<file path="src/rtl/wns_sqrt.sv">
`timescale 1ns / 1ps
// ----------------------------------------------------------------------------
// wns_sqrt
// pipelined floor square root, one root bit per register stage
// ----------------------------------------------------------------------------
module wns_sqrt #(
	parameter int FRAC_BITS = 16
) (
	input  logic                   clk,
	input  logic                   en,
	input  logic [2*FRAC_BITS+2:0] v,
	output logic [FRAC_BITS+1:0]   root
);

	localparam int RW  = FRAC_BITS + 2;
	localparam int VW  = 2 * RW;
	localparam int RMW = RW + 3;

	logic [RMW-1:0] rem_s  [0:RW];
	logic [RW-1:0]  root_s [0:RW];
	logic [VW-1:0]  vv_s   [0:RW];

	assign rem_s[0]  = '0;
	assign root_s[0] = '0;
	assign vv_s[0]   = {1'b0, v};

	for (genvar i = 0; i < RW; i++) begin : g_stage
		logic [RMW-1:0] r2, t;
		assign r2 = {rem_s[i][RMW-3:0], vv_s[i][VW-1 -: 2]};
		assign t  = {1'b0, root_s[i], 2'b01};
		always_ff @(posedge clk) begin
			if (en) begin
				vv_s[i+1] <= {vv_s[i][VW-3:0], 2'b00};
				if (r2 >= t) begin
					rem_s[i+1]  <= r2 - t;
					root_s[i+1] <= {root_s[i][RW-2:0], 1'b1};
				end else begin
					rem_s[i+1]  <= r2;
					root_s[i+1] <= {root_s[i][RW-2:0], 1'b0};
				end
			end
		end
	end

	assign root = root_s[RW];

endmodule

</file>
<file path="config.mk">
export PLATFORM = sky130hd
export DESIGN_NAME = wns_sqrt
export DESIGN_NICKNAME = d
export VERILOG_FILES = /design/src/rtl/wns_sqrt.sv
export SDC_FILE = /design/constraint.sdc
export NUM_CORES = 1
export LEC_CHECK = 0
export BUFFER_PORTS_ARGS = -buffer_cell sky130_fd_sc_hd__buf_2
export CAP_MARGIN = 25
export CORE_MARGIN = 3
export CORE_UTILIZATION = 63
export CTS_CLUSTER_DIAMETER = 60
export DETAILED_ROUTE_END_ITERATION = 6
export HOLD_SLACK_MARGIN = 0.12
export PLACE_DENSITY = 0.85
export SLEW_MARGIN = 20
export SYNTH_ARGS = -nofsm -noshare
export SYNTH_HDL_FRONTEND = slang
export SYNTH_SLANG_ARGS = --single-unit
</file>
<file path="constraint.sdc">
create_clock -name clk -period 3.2 [get_ports clk]
set_input_delay 0.32 -clock clk [delete_from_list [all_inputs] [get_ports clk]]
set_output_delay 0.32 -clock clk [all_outputs]
set_load 0.02 [all_outputs]
</file>
# Yosys cells after proc, flatten, opt, wreduce, memory -nomap -nowiden
# Cells that the tools add are included.
# classes
mux	35
n_div	0
n_mul	0
n_reduce_logical	0
magnitude_cmp	18
bitwise_logic	0
n_eq_ne	0
add_sub_neg	17
shifts	0
# op_table
cell	count
19-bit 2-to-1 mux	16
21-bit by 10-bit >= comparator with 1-bit output	1
21-bit by 11-bit >= comparator with 1-bit output	1
21-bit by 12-bit >= comparator with 1-bit output	1
21-bit by 13-bit >= comparator with 1-bit output	1
21-bit by 14-bit >= comparator with 1-bit output	1
21-bit by 15-bit >= comparator with 1-bit output	1
21-bit by 16-bit >= comparator with 1-bit output	1
21-bit by 17-bit >= comparator with 1-bit output	1
21-bit by 18-bit >= comparator with 1-bit output	1
21-bit by 19-bit >= comparator with 1-bit output	1
21-bit by 3-bit >= comparator with 1-bit output	1
21-bit by 4-bit >= comparator with 1-bit output	1
21-bit by 5-bit >= comparator with 1-bit output	1
21-bit by 6-bit >= comparator with 1-bit output	1
21-bit by 7-bit >= comparator with 1-bit output	1
21-bit by 8-bit >= comparator with 1-bit output	1
21-bit by 9-bit >= comparator with 1-bit output	1
1-bit 2-to-1 mux	19
19-bit by 10-bit subtractor with 19-bit output	1
19-bit by 11-bit subtractor with 19-bit output	1
19-bit by 12-bit subtractor with 19-bit output	1
19-bit by 13-bit subtractor with 19-bit output	1
19-bit by 14-bit subtractor with 19-bit output	1
other kinds (13)	13
# totals
ramBits	0
latchBits	0
regBits	783
wordCells	123
n_memories	0
out_inout_bits	18
rom_bits	0
input_bits	37

# Logic depth before layout (Yosys ltp)
# depth
ltp_word	2
depth_mapped	12

# Least setup slack after synthesis
# OpenSTA, ideal clock, no wires.
# synth_path
kind	reg-to-reg
start	register rem_s, in the netlist g_stage[6].r2[12]
end	register rem_s, in the netlist g_stage[7].r2[14], data pin
arrival_ns	2.578
required_time_ns	2.942
path_slack_ns	0.364
path_stages_with_launch	9
synth_period_minus_slack_ns	2.836
n_path_buf	1
path_cell_list	edfxtp_1 > or4_1 > or3_4 > o31ai_2 > or3_1 > buf_6 > nand2_4 > or4b_1 > xnor2_1
# synth_between
elab_chain_cells	2
elab_cells_between_ends	3
classes_between	1 x add/sub; 1 x order compare; 1 x mux
# synth_rtl
item	line_no	text
start, declared	19	logic [RMW-1:0] rem_s [0:RW];
start signal, assigned by index	35	rem_s[i+1] <= r2 - t;
start signal, assigned by index	38	rem_s[i+1] <= r2;
19-bit by 8-bit subtractor with 19-bit output or 21-bit by 8-bit >= comparator with 1-bit output (tied branches)	35, 34	
19-bit 2-to-1 mux (*)	34	if (r2 >= t) begin
# Mark *: on every way between the ends. The rest lies on a longest branch, timed or not.
# A chain may end at the register's enable or synchronous reset.

# Worst setup path after layout
# layout_path
start	register rem_s, in the netlist g_stage[13].r2[3]
end	register rem_s, in the netlist g_stage[14].r2[6], data pin
# layout_between
elab_chain_cells	2
elab_cells_between_ends	3
classes_between	1 x add/sub; 1 x order compare; 1 x mux
# layout_rtl
item	line_no
19-bit by 15-bit subtractor with 19-bit output or 21-bit by 15-bit >= comparator with 1-bit output (tied branches)	35, 34
19-bit 2-to-1 mux (*)	34
# Marks and branches as above.

==> metrics <==
Reg power frac ~51%; Gate power share roughly 16%; maximum vdd drop roughly 0.00060 V; clk slew on worst S/H paths about 0.060 ns; failing checks DRC; RSZ-0062 raised after global routing no; slowest CP cell a211oi_1; crit path from g_stage[13].r2[3]; Largest delay share family, worst path compound AO/OA/AOI/OAI gates; H-tree Lvls 3; fin crit period between 3 and 4 ns; CP startpoint kind flop; area of the mapped netlist between 30,000 and 40,000 sq um; die area between 50,000 and 60,000 sq um; max_cap viols 0; status finished with violations; worst path bufs/invs 0; routed len/inst 18.6 um; Fin Hold WS 0.179 ns; Final GP Congestion about 1; cell count after synthesis about 2,700; Synthesized Nets about 2,900; hold path cells 1; count of final max-slew check failures 0; Worst R2R Start g_stage[13].r2[3]; Hold Startpoint en; Pleak between 15 and 20 nW; Worst Clk Skew between 0.02 and 0.03 ns; Area Overhead vs Synth 11.9%; Final setup viols 0; # rows 86; total setup buffers inserted after CTS 0; hold violation count in the final report 0; post-placement cell count ~3,500; Synth top area share around two thirds; CTS Root Cell clkbuf_16; Layout Nets 3,072; Post-DRT Antenna Nets 0; number of synthesized flops with an enable pin 774; Placed Area around 37,000 sq um; Async S/R FF share, synth 0%; Yosys top cell by area edfxtp_1; clock share of power about a third; Num CTS Buffers 78; Net Sw Frac about a quarter; antenna violations before repair 1; r2r setup slk between 0.1 and 0.15 ns; FMAX approximately 0.33 GHz; FF+latch count, synth approximately 770; r2r endpoint g_stage[14].r2[6]; TNS Setup 0 ns; Worst slew margin between 50% and 60%; CP Capture Type flop; Initial Util roughly 64%; fin crit share a little over nine tenths; Die Height approximately 240 um; routed wire length between 60,000 and 70,000 um; vias post-DR between 20,000 and 25,000; CTS max path bufs 3; most frequent cells in the layout edfxtp_1 (774), inv_1 (232), ha_1 (189); vias in the first global route between 20,000 and 25,000; core area ~56,000 sq um; YS warnings 0; largest cells by area after synthesis edfxtp_1 (65%), ha_1 (6.6%), xnor2_1 (3.1%); I/O pin count between 50 and 60; layout cell share with drive strength beyond 1 around 8.4%; HPWL Detailed about 46,000 um; first-pass GRT wire length 111,000 um; overall power 26.3 mW; crit-path max FO 7; IO Port Bufs 54; Slowest Stage Delay on Critical Path ~0.53 ns; latest clock arrival within the worst-skew pair approximately 0.63 ns; Worst EP required between 3 and 4 ns; Design Area, Final approximately 40,000 sq um; crit-path cells ha_1 > o211a_1 > o2111ai_1 > a211oi_1 > o31a_1 > nand2b_1 > mux2_2; kind of critical path reg2reg; initial drt markers between 1,500 and 2,000; worst-margin pin slew approximately 0.73 ns; DR DRC count 1; most common flop cell mapped by yosys edfxtp_1; largest net degree at the start of global routing approximately 110; HP Class in2reg; Mapped Avg Cell Area roughly 13 sq um; Sw Pwr 6.92 mW; commonest non-fill, non-tap cell in the layout edfxtp_1; post-DR vias/cell ~6; CTS tree built; Yosys cell types 73; WHS Endpoint vv_s[514]; gr usage total 23.0%; router iterations before antenna repair 7; Power Dens Cells 660 nW/um^2; clk sink count about 770; Worst Reg2Reg Path Length in Cells 7; Congestion Overflow GR 0; Int Power a little under 20 mW; non-filler cells, final around 3,700; sequential area share after synthesis 65.3%; arrival time worst endpoint 3.41 ns; Die W about 240 um
## logic make-up (layout without fill, tap and decap cells)
kind of cell             after synthesis  count (layout)  share of synthesized area, %
XOR/XNOR                             219             219                          5.39
other                                  1               2                        0.0105
flip-flops                           774             774                          65.3
buffers and inverters                273             495                          2.90
AO/OA/AOI/OAI                        543             543                          9.59
AND/OR/NAND/NOR                      654             654                          9.17
adder cells (fa/ha/maj)              189             189                          6.64
multiplexers                          33              33                          1.02
## state kept, by name, summed over array words and instances (netlist names)
| name | flops |
|---|---|
| g_stage.r2 | 331 |
| vv_s | 272 |
| g_stage.t | 153 |
| root | 18 |
## synth_stat cells, drive strengths merged (5+ instances only)
master	number
a21oi	141
inv	232
nor2b	30
mux2i	7
nor4	35
o31ai	23
nand2	154
nor2	180
or2	15
a31oi	18
o211ai	16
o31a	10
o2111ai	5
nand3	28
mux2	26
nand4	24
and2	10
a21o	50
xor2	95
nand2b	34
and4	6
a211o	5
clkbuf	37
a211oi	18
or4	21
a2111oi	10
a221oi	6
a21boi	7
edfxtp	774
o21bai	11
xnor2	124
nand4b	5
o21ai	152
ha	189
nand3b	6
nor4b	7
nor3	58
o21a	39
or3	23
and3	9
## per-layer routing
| layer | global-route usage [%] | wire, um |
|---|---|---|
| met1 | 30.6 | 28300 |
| met2 | 39.0 | 33900 |
| met3 | 3.36 | 4120 |
| met4 | 8.23 | 1820 |
| met5 | 0 | 0 |
## power by group through the flow
stage | sequential [mW] | combinational, mW | clock, mW
floorplan | 13.2 | 3.04 | 0
global placement | 13.4 | 3.90 | 0
detailed placement | 13.5 | 4.13 | 0
CTS | 13.3 | 4.22 | 8.83
global route | 13.4 | 4.75 | 9.21
finish | 13.3 | 4.29 | 8.71
## per-stage QoR
step / utilization [%] / worst slack, ns
after floorplan: - / 0.364
after global placement: 66.7 / 0.251
after detailed placement: 66.7 / 0.129
after CTS: 71.7 / 0.0834
after global routing: 71.7 / 0.0148
final: 71.7 / 0.150
## how the worst max path moves through the flow
stage,endpoint,slack (ns),cells past startpoint
floorplan,g_stage[7].r2[14],0.36,8
global placement,g_stage[5].r2[8],0.25,9
global route,g_stage[4].r2[18],0.01,7
detailed placement,g_stage[5].r2[8],0.13,9
CTS,g_stage[5].r2[8],0.08,9
finish,g_stage[14].r2[6],0.15,7
## timing repair
action | in CTS | in global routing
endpoints found under the hold margin | 35 | 0
gates resized for setup | 0 | 4
hold buffers | 35 | 0
endpoints found under the setup margin | 0 | 27
## final cells by class
| type | instances | area [sq um] |
|---|---|---|
| Timing Repair Buffer | 120 | 988 |
| Antenna cell | 1 | 2.50 |
| Inverter | 233 | 875 |
| Sequential cell | 774 | 23200 |
| Tap cell | 748 | 936 |
| Multi-Input combinational cell | 1639 | 11400 |
| Clock buffer | 91 | 2000 |
| Clock inverter | 51 | 424 |
| Fill cell | 3447 | 15700 |
Note: power is estimated with default switching activity, not from simulation.
